`config.mk`:
```
export PLATFORM = sky130hd
export DESIGN_NAME = compass_heading_atan2_unit
export DESIGN_NICKNAME = d
export VERILOG_FILES = /design/src/cha_pkg.sv /design/src/compass_heading_atan2_unit.sv /design/src/cha_prerot.sv /design/src/cha_cell.sv /design/src/cha_out.sv
export VERILOG_INCLUDE_DIRS = /design/src /design/src/src
export SDC_FILE = /design/constraint.sdc
export NUM_CORES = 2
export LEC_CHECK = 0
export ABC_CLOCK_PERIOD_IN_PS = 19050
export BUFFER_PORTS_ARGS = -buffer_cell sky130_fd_sc_hd__buf_2
export CAP_MARGIN = 15
export CORE_UTILIZATION = 60
export DETAILED_ROUTE_END_ITERATION = 6
export HOLD_SLACK_MARGIN = 0.08
export PLACE_DENSITY = 0.73
export RECOVER_POWER = 25
export SYNTH_ARGS = -nofsm -noshare
export SYNTH_HDL_FRONTEND = slang
export SYNTH_SLANG_ARGS = --single-unit
export TNS_END_PERCENT = 10
```
`constraint.sdc`:
```
create_clock -name clk_i -period 19.05 [get_ports clk_i]
set_clock_uncertainty 0.05 [all_clocks]
set_input_delay 1.905 -clock clk_i [delete_from_list [all_inputs] [get_ports clk_i]]
set_output_delay 1.905 -clock clk_i [all_outputs]
set_load 0.1 [all_outputs]
```
`src/compass_heading_atan2_unit_macros.svh`:
```
// assertion macros for the heading unit
`ifndef COMPASS_HEADING_ATAN2_UNIT_MACROS_SVH
`define COMPASS_HEADING_ATAN2_UNIT_MACROS_SVH

`ifndef ASSERT_OFF
`define CHA_ASSERT(lbl, clk, rst_n, prop) \
  lbl: assert property (@(posedge clk) disable iff (!rst_n) (prop)) \
    else $error("assertion failed");
`define CHA_ASSERT_IMPL(lbl, clk, rst_n, ante, cons) \
  lbl: assert property (@(posedge clk) disable iff (!rst_n) (ante) |-> (cons)) \
    else $error("implication failed");
`else
`define CHA_ASSERT(lbl, clk, rst_n, prop)
`define CHA_ASSERT_IMPL(lbl, clk, rst_n, ante, cons)
`endif

`endif

```
`src/cha_pkg.sv`:
```
`timescale 1ns / 1ps
package cha_pkg;

  localparam int ANGLE_W    = 29;
  localparam int ANGLE_FRAC = 16;
  localparam int GUARD_BITS = 8;
  localparam int TABLE_LEN  = 24;
  localparam int HEADING_W  = 12;

  localparam logic signed [ANGLE_W-1:0] QUARTER_TURN = 29'sd58982400;
  localparam logic signed [ANGLE_W-1:0] HALF_TURN    = 29'sd117964800;
  localparam logic signed [ANGLE_W-1:0] ROUND_HALF   = 29'sd32768;

  localparam logic [HEADING_W-1:0] HEADING_MAX  = 12'd3600;
  localparam logic [HEADING_W-1:0] HEADING_ZERO = 12'd1800;

  typedef struct packed {
    logic valid;
    logic zero;
  } pipe_ctl_t;

  // arctangent of 2^-k in tenths of a degree, 16 fractional bits
  function automatic logic signed [ANGLE_W-1:0] atan_q16(input logic [4:0] idx);
    logic signed [ANGLE_W-1:0] v;
    case (idx)
      5'd0:    v = 29'sd29491200;
      5'd1:    v = 29'sd17409672;
      5'd2:    v = 29'sd9198793;
      5'd3:    v = 29'sd4669451;
      5'd4:    v = 29'sd2343786;
      5'd5:    v = 29'sd1173036;
      5'd6:    v = 29'sd586661;
      5'd7:    v = 29'sd293348;
      5'd8:    v = 29'sd146676;
      5'd9:    v = 29'sd73339;
      5'd10:   v = 29'sd36669;
      5'd11:   v = 29'sd18335;
      5'd12:   v = 29'sd9167;
      5'd13:   v = 29'sd4584;
      5'd14:   v = 29'sd2292;
      5'd15:   v = 29'sd1146;
      5'd16:   v = 29'sd573;
      5'd17:   v = 29'sd286;
      5'd18:   v = 29'sd143;
      5'd19:   v = 29'sd72;
      5'd20:   v = 29'sd36;
      5'd21:   v = 29'sd18;
      5'd22:   v = 29'sd9;
      5'd23:   v = 29'sd4;
      default: v = '0;
    endcase
    return v;
  endfunction

endpackage

```
`src/compass_heading_atan2_unit.sv`:
```
`timescale 1ns / 1ps
// heading unit: atan2(y, z) in degrees plus 180, as tenths of a degree (0..3600)
// input channel: in_valid_i with y_axis_i and z_axis_i, in_stall_o back to the sender;
//   a transfer happens on a clock edge with in_valid_i high and in_stall_o low
// output channel: out_valid_o with heading_tenths_o, out_stall_i from the receiver
// path: the transfer edge loads the pre-rotation stage, then one cell per iteration (the
//   lesser of CORDIC_STEPS and the table length), then one rounding stage drives out_valid_o
// throughput: one transfer per cycle while in_stall_o is low; every stage is a register with its own
//   valid bit, so empty stages keep filling while a result waits at the output
// stalls: out_stall_i holds the output register; the hold spreads back only
//   through occupied stages, and in_stall_o rises once every stage is full
// both axes zero give 1800, zero y with negative z gives 3600
// reset: asynchronous, active low, empties the pipeline; nothing else is kept
module compass_heading_atan2_unit #(
  parameter int AXIS_WIDTH   = 16,
  parameter int CORDIC_STEPS = 16
) (
  input  logic                                 clk_i,
  input  logic                                 rst_ni,
  input  logic                                 in_valid_i,
  output logic                                 in_stall_o,
  input  logic signed [AXIS_WIDTH-1:0]         y_axis_i,
  input  logic signed [AXIS_WIDTH-1:0]         z_axis_i,
  output logic                                 out_valid_o,
  input  logic                                 out_stall_i,
  output logic [cha_pkg::HEADING_W-1:0]        heading_tenths_o
);

`include "compass_heading_atan2_unit_macros.svh"

  localparam int VEC_W  = AXIS_WIDTH + cha_pkg::GUARD_BITS + 3;
  localparam int NCELLS = (CORDIC_STEPS < cha_pkg::TABLE_LEN) ? CORDIC_STEPS
                                                               : cha_pkg::TABLE_LEN;

  cha_pkg::pipe_ctl_t                 ctl_s [NCELLS+1];
  logic signed [VEC_W-1:0]            x_s   [NCELLS+1];
  logic signed [VEC_W-1:0]            y_s   [NCELLS+1];
  logic signed [cha_pkg::ANGLE_W-1:0] ang_s [NCELLS+1];
  logic                               hold_s [NCELLS+2];

  cha_prerot #(
    .AXIS_WIDTH(AXIS_WIDTH),
    .VEC_W     (VEC_W)
  ) u_prerot (
    .clk_i   (clk_i),
    .rst_ni  (rst_ni),
    .valid_i (in_valid_i),
    .y_axis_i(y_axis_i),
    .z_axis_i(z_axis_i),
    .hold_i  (hold_s[1]),
    .hold_o  (hold_s[0]),
    .ctl_o   (ctl_s[0]),
    .x_o     (x_s[0]),
    .y_o     (y_s[0]),
    .ang_o   (ang_s[0])
  );

  for (genvar k = 0; k < NCELLS; k++) begin : g_cell
    cha_cell #(
      .VEC_W(VEC_W),
      .STEP (k)
    ) u_cell (
      .clk_i (clk_i),
      .rst_ni(rst_ni),
      .ctl_i (ctl_s[k]),
      .x_i   (x_s[k]),
      .y_i   (y_s[k]),
      .ang_i (ang_s[k]),
      .hold_i(hold_s[k+2]),
      .hold_o(hold_s[k+1]),
      .ctl_o (ctl_s[k+1]),
      .x_o   (x_s[k+1]),
      .y_o   (y_s[k+1]),
      .ang_o (ang_s[k+1])
    );
  end

  cha_out u_out (
    .clk_i    (clk_i),
    .rst_ni   (rst_ni),
    .ctl_i    (ctl_s[NCELLS]),
    .ang_i    (ang_s[NCELLS]),
    .stall_i  (out_stall_i),
    .hold_o   (hold_s[NCELLS+1]),
    .valid_o  (out_valid_o),
    .heading_o(heading_tenths_o)
  );

  assign in_stall_o = hold_s[0];

  `CHA_ASSERT_IMPL(a_stall_needs_full_out, clk_i, rst_ni, in_stall_o, out_valid_o && out_stall_i)
  `CHA_ASSERT_IMPL(a_heading_in_range, clk_i, rst_ni, out_valid_o, heading_tenths_o <= cha_pkg::HEADING_MAX)
  `CHA_ASSERT_IMPL(a_take_frees_input, clk_i, rst_ni, !out_stall_i, !in_stall_o)
  `CHA_ASSERT(a_reset_empty, clk_i, rst_ni, !$past(rst_ni) |-> !out_valid_o)

endmodule

```
`src/cha_prerot.sv`:
```
`timescale 1ns / 1ps
module cha_prerot #(
  parameter int AXIS_WIDTH = 16,
  parameter int VEC_W      = 27
) (
  input  logic                                   clk_i,
  input  logic                                   rst_ni,
  input  logic                                   valid_i,
  input  logic signed [AXIS_WIDTH-1:0]           y_axis_i,
  input  logic signed [AXIS_WIDTH-1:0]           z_axis_i,
  input  logic                                   hold_i,
  output logic                                   hold_o,
  output cha_pkg::pipe_ctl_t                     ctl_o,
  output logic signed [VEC_W-1:0]                x_o,
  output logic signed [VEC_W-1:0]                y_o,
  output logic signed [cha_pkg::ANGLE_W-1:0]     ang_o
);

  cha_pkg::pipe_ctl_t                 ctl_q, ctl_d;
  logic signed [VEC_W-1:0]            x_q, x_d, y_q, y_d, xs, ys;
  logic signed [cha_pkg::ANGLE_W-1:0] ang_q, ang_d;

  assign hold_o = ctl_q.valid && hold_i;

  always_comb begin
    xs = VEC_W'(z_axis_i) <<< cha_pkg::GUARD_BITS;
    ys = VEC_W'(y_axis_i) <<< cha_pkg::GUARD_BITS;
    ctl_d.valid = valid_i;
    ctl_d.zero  = (y_axis_i == '0) && (z_axis_i == '0);
    x_d   = xs;
    y_d   = ys;
    ang_d = '0;
    if (xs < 0) begin
      if (ys >= 0) begin
        x_d   = ys;
        y_d   = -xs;
        ang_d = cha_pkg::QUARTER_TURN;
      end else begin
        x_d   = -ys;
        y_d   = xs;
        ang_d = -cha_pkg::QUARTER_TURN;
      end
    end
  end

  always_ff @(posedge clk_i or negedge rst_ni) begin
    if (!rst_ni) begin
      ctl_q <= '0;
    end else if (!hold_o) begin
      ctl_q <= ctl_d;
    end
  end

  always_ff @(posedge clk_i) begin
    if (!hold_o) begin
      x_q   <= x_d;
      y_q   <= y_d;
      ang_q <= ang_d;
    end
  end

  assign ctl_o = ctl_q;
  assign x_o   = x_q;
  assign y_o   = y_q;
  assign ang_o = ang_q;

endmodule

```
`src/cha_cell.sv`:
```
`timescale 1ns / 1ps
module cha_cell #(
  parameter int VEC_W = 27,
  parameter int STEP  = 0
) (
  input  logic                               clk_i,
  input  logic                               rst_ni,
  input  cha_pkg::pipe_ctl_t                 ctl_i,
  input  logic signed [VEC_W-1:0]            x_i,
  input  logic signed [VEC_W-1:0]            y_i,
  input  logic signed [cha_pkg::ANGLE_W-1:0] ang_i,
  input  logic                               hold_i,
  output logic                               hold_o,
  output cha_pkg::pipe_ctl_t                 ctl_o,
  output logic signed [VEC_W-1:0]            x_o,
  output logic signed [VEC_W-1:0]            y_o,
  output logic signed [cha_pkg::ANGLE_W-1:0] ang_o
);

  localparam logic signed [cha_pkg::ANGLE_W-1:0] ATAN_K = cha_pkg::atan_q16(5'(STEP));

  cha_pkg::pipe_ctl_t                 ctl_q;
  logic signed [VEC_W-1:0]            x_q, x_d, y_q, y_d, x_sh, y_sh;
  logic signed [cha_pkg::ANGLE_W-1:0] ang_q, ang_d;

  assign hold_o = ctl_q.valid && hold_i;

  always_comb begin
    x_sh = x_i >>> STEP;
    y_sh = y_i >>> STEP;
    if (y_i >= 0) begin
      x_d   = x_i + y_sh;
      y_d   = y_i - x_sh;
      ang_d = ang_i + ATAN_K;
    end else begin
      x_d   = x_i - y_sh;
      y_d   = y_i + x_sh;
      ang_d = ang_i - ATAN_K;
    end
  end

  always_ff @(posedge clk_i or negedge rst_ni) begin
    if (!rst_ni) begin
      ctl_q <= '0;
    end else if (!hold_o) begin
      ctl_q <= ctl_i;
    end
  end

  always_ff @(posedge clk_i) begin
    if (!hold_o) begin
      x_q   <= x_d;
      y_q   <= y_d;
      ang_q <= ang_d;
    end
  end

  assign ctl_o = ctl_q;
  assign x_o   = x_q;
  assign y_o   = y_q;
  assign ang_o = ang_q;

endmodule

```
`src/cha_out.sv`:
```
`timescale 1ns / 1ps
module cha_out (
  input  logic                               clk_i,
  input  logic                               rst_ni,
  input  cha_pkg::pipe_ctl_t                 ctl_i,
  input  logic signed [cha_pkg::ANGLE_W-1:0] ang_i,
  input  logic                               stall_i,
  output logic                               hold_o,
  output logic                               valid_o,
  output logic [cha_pkg::HEADING_W-1:0]      heading_o
);

  localparam int RES_W = cha_pkg::ANGLE_W - cha_pkg::ANGLE_FRAC;

  logic                              valid_q;
  logic [cha_pkg::HEADING_W-1:0]     heading_q, heading_d;
  logic signed [cha_pkg::ANGLE_W-1:0] total;
  logic signed [RES_W-1:0]           res;

  assign hold_o = valid_q && stall_i;

  always_comb begin
    total = ang_i + cha_pkg::HALF_TURN + cha_pkg::ROUND_HALF;
    res   = total[cha_pkg::ANGLE_W-1:cha_pkg::ANGLE_FRAC];
    if (ctl_i.zero) begin
      heading_d = cha_pkg::HEADING_ZERO;
    end else if (res < 0) begin
      heading_d = '0;
    end else if (res > $signed({1'b0, cha_pkg::HEADING_MAX})) begin
      heading_d = cha_pkg::HEADING_MAX;
    end else begin
      heading_d = res[cha_pkg::HEADING_W-1:0];
    end
  end

  always_ff @(posedge clk_i or negedge rst_ni) begin
    if (!rst_ni) begin
      valid_q <= 1'b0;
    end else if (!hold_o) begin
      valid_q <= ctl_i.valid;
    end
  end

  always_ff @(posedge clk_i) begin
    if (!hold_o) begin
      heading_q <= heading_d;
    end
  end

  assign valid_o   = valid_q;
  assign heading_o = heading_q;

endmodule
```
==> parameters.txt <==
Parameter                              Value

Yosys
  Total of flip-flops plus latches after synthesis    1182
  Unique cell type count in the Yosys netlist    88
  Top post-synthesis cells by area    edfxtp_1 (37%), ha_1 (15%), xnor2_1 (8.6%)
  Synth async-reset ratio    2.96%
  Most used DFF post-synth    edfxtp_1
  Synth Warn #    0
  Sequential-to-total area share from yosys stat    37.5%
  Cell accounting for the most synthesized area    edfxtp_1
  Count of flip-flops with a built-in enable after synthesis    1147
  Number of instances in the synthesized netlist    9561
  Synth top cells by count    edfxtp_1 (1147), ha_1 (1119), xnor2_1 (924)
  Count leader, synth    edfxtp_1
  Syn_area_per_cell    9.86 um^2
  Synth top area share    36.5%
  Mapped cell area    94300 um^2

Finish
  Area taken by flip-flops and latches    35300 um^2
  Filler cell count    12564
  Ant diodes    0
  Nets    10932
  Layout-stage area growth over the synthesis result    8.09%
  Ratio of cells with drive above 1 in the final layout    4.06%
  Multi-input combinational cell area    57200 um^2

Floorplan
  Core area    156000 um^2
  Floorplan die area    159000 um^2
  Initial cell density of the core    60.4%
  Number of placement rows    145
  Overall die height    398 um
  Die width    398 um
  Ports    50

GRT
  Maximum number of pins on one net before global-route repair    85
  Wire length of the first global-routing pass    351000 um
  Total global routing overflow    0
  Overall Global Routing Usage    27.0%
  Via count of the first global-routing pass    69010
  Antenna violations before repair    0

Critical path
  Critical Path End Type    primary output
  Class of the most critical setup path    in -> out
  Setup slack of the most critical reg-to-reg path    11.50 ns
  Maximum cell stage delay along the critical path    0.70 ns
  Critical Path AT    5.75 ns
  Critical path origin    out_stall_i
  Cell chain of the critical path    clkbuf_1, nand3_1, nor2_1, and3_1, nand4_1, buf_4, nor2_1, and3_1, nand3_2, buf_4, inv_1, buf_2
  Endpoint of the worst register-to-register path    g_cell[6].u_cell.y_o[26]$_DFFE_PP_
  WP data required    17.09 ns
  Critical-path maximum fanout    44
  Startpoint class of the critical path    input port
  Slowest cell on the critical path    nor2_1
  Launching point of the worst reg2reg path    g_cell[5].u_cell.y_o[26]$_DFFE_PP_
  Cells on worst reg2reg path    15

STA
  Number of hold-slack violations in the final timing report    0
  Fin crit period    7.70 ns
  Total negative slack    0 ns
  Transition time at the pin with the least slew margin    3.79 ns
  Slew HR    -152%
  Fin Hold WS    0.380 ns
  RSZ-0062 raised after global routing    false
  Final-report max-slew violation count    1043
  Number of failing setup endpoints in the final timing report    0
  Achievable Freq    130 MHz
  Final worst-path cycle share    40.4%

CTS
  Clock Tree Root    clkbuf_16
  CTS buffer count    139
  Worst-Skew Late Latency    0.79 ns
  Deepest level of the CTS H-tree    4
  Clock transition at the registers of the reported paths    0.05 ns
  Sinks on Clock Net    1182
  Post-CTS repair timing setup buffer count    0
  Clock tree from TritonCTS    done
  CTS max path bufs    3
  Post-cts resize count    0
  Hold buffers post-CTS    0

Run status
  Violated checks    max-capacitance violations, max-slew violations
  Result of the run    finished with violations

Min path
  Hold Crit Class    reg -> reg
  Endpoint with the worst hold slack    g_cell[13].u_cell.ang_o[2]$_DFFE_PP_
  Hold path startpoint    g_cell[12].u_cell.ang_o[2]$_DFFE_PP_
  Number of cells on the worst hold path    0

Routing
  Routed via count    72148
  Number of vias per cell    6.06
  Number of design rule violations left after detail routing    0
  Average wire per standard cell    18.3 um
  Remaining antenna violation count    0
  Initial detailed-routing violation count    5511
  Number of detailed-route iterations in the first pass    6
  Total length of routed wires    218000 um

Place
  Detailed placer's ending HPWL    171000 um
  Placer Congestion    0.918
  Number of port buffers    49

Job
  Reported max-cap violation count    20
## metal layers
layer / GRT usage (%) / part of all wire, % / vias up
li1: - / - / 35783
met1: 35.2 / 44 / 34273
met2: 46.7 / 49 / 1715
met3: 3.12 / 4.4 / 377
met4: 8.79 / 3.1 / 0
met5: 0 / 0 / -
## worst max-delay path, delay by kind of cell
| family | cells | cell delay (ns) |
|---|---|---|
| buf+inv | 5 | 1.23 |
| simple gates | 7 | 2.59 |
## registers in the layout, indices dropped and copies added, names as in the netlist
signal / cells
u_out.valid_o: 1
g_cell.u_cell.x_o: 339
u_prerot.y_o: 19
u_out.heading_o: 12
g_cell.u_cell.ctl_o: 32
u_prerot.ang_o: 3
u_prerot.ctl_o: 2
u_prerot.x_o: 19
g_cell.u_cell.ang_o: 399
g_cell.u_cell.y_o: 356
## metrics by stage
stage	util (%)	setup slack, ns	instances	instance area, um^2
floorplan	-	8.41	9641	94600
global placement	62.3	11.32	11655	97200
detailed placement	62.3	11.36	11655	97200
CTS	65.4	11.35	11907	102000
global route	65.3	11.02	11909	102000
finish	65.3	11.35	11909	102000
## logic make-up after synthesis
group	share of synthesized area (%)
AO/OA/AOI/OAI	18.3
flip-flops	37.5
multiplexers	0.500
AND/OR/NAND/NOR	13.0
adder cells (fa/ha/maj)	15.6
buffers and inverters	2.26
XOR/XNOR	12.8
other	0.00398
## placed cells by master, fill, tap and decap left out, types with 24 or more instances in the layout
master,instances
edfxtp_1,1147
ha_1,1119
xnor2_1,924
a21oi_1,799
nor2_1,760
nand2_1,582
o21ai_0,516
xor2_1,453
inv_1,434
a21o_1,334
nor3_1,227
nand3_1,174
nand2b_1,146
o31ai_1,146
o21a_1,143
clkbuf_16,139
o21bai_1,136
nor2b_1,133
or3_1,115
and3_1,89
a31oi_1,88
a211oi_1,86
conb_1,81
o41ai_1,69
nor4_1,62
or4_1,60
nand4_1,52
o211ai_1,47
or2_2,46
buf_2,46
and2_1,43
fa_1,37
clkbuf_1,37
a21boi_0,35
dfrtp_1,35
a211o_1,29
mux2i_1,28
a31o_2,24
o2111ai_1,24
## worst max path at each step
stage	end	slack [ns]	depth (start not counted)
global placement	in_stall_o	11.32	12
floorplan	in_stall_o	8.41	8
global route	in_stall_o	11.02	12
finish	in_stall_o	11.35	12
CTS	in_stall_o	11.35	12
detailed placement	in_stall_o	11.36	12
## cell type report
| class | instances | area share, % |
|---|---|---|
| multi-input combinational | 7894 | 56.1 |
| sequential | 1182 | 34.7 |
| clock buffer | 154 | 3.47 |
| tap | 2058 | 2.53 |
| inverter | 439 | 1.62 |
| clock inverter | 98 | 1.19 |
| timing repair buffer | 84 | 0.442 |
Power is not shown: default switching activity piles up to over one toggle a cycle in this logic, so the estimate is an artifact.
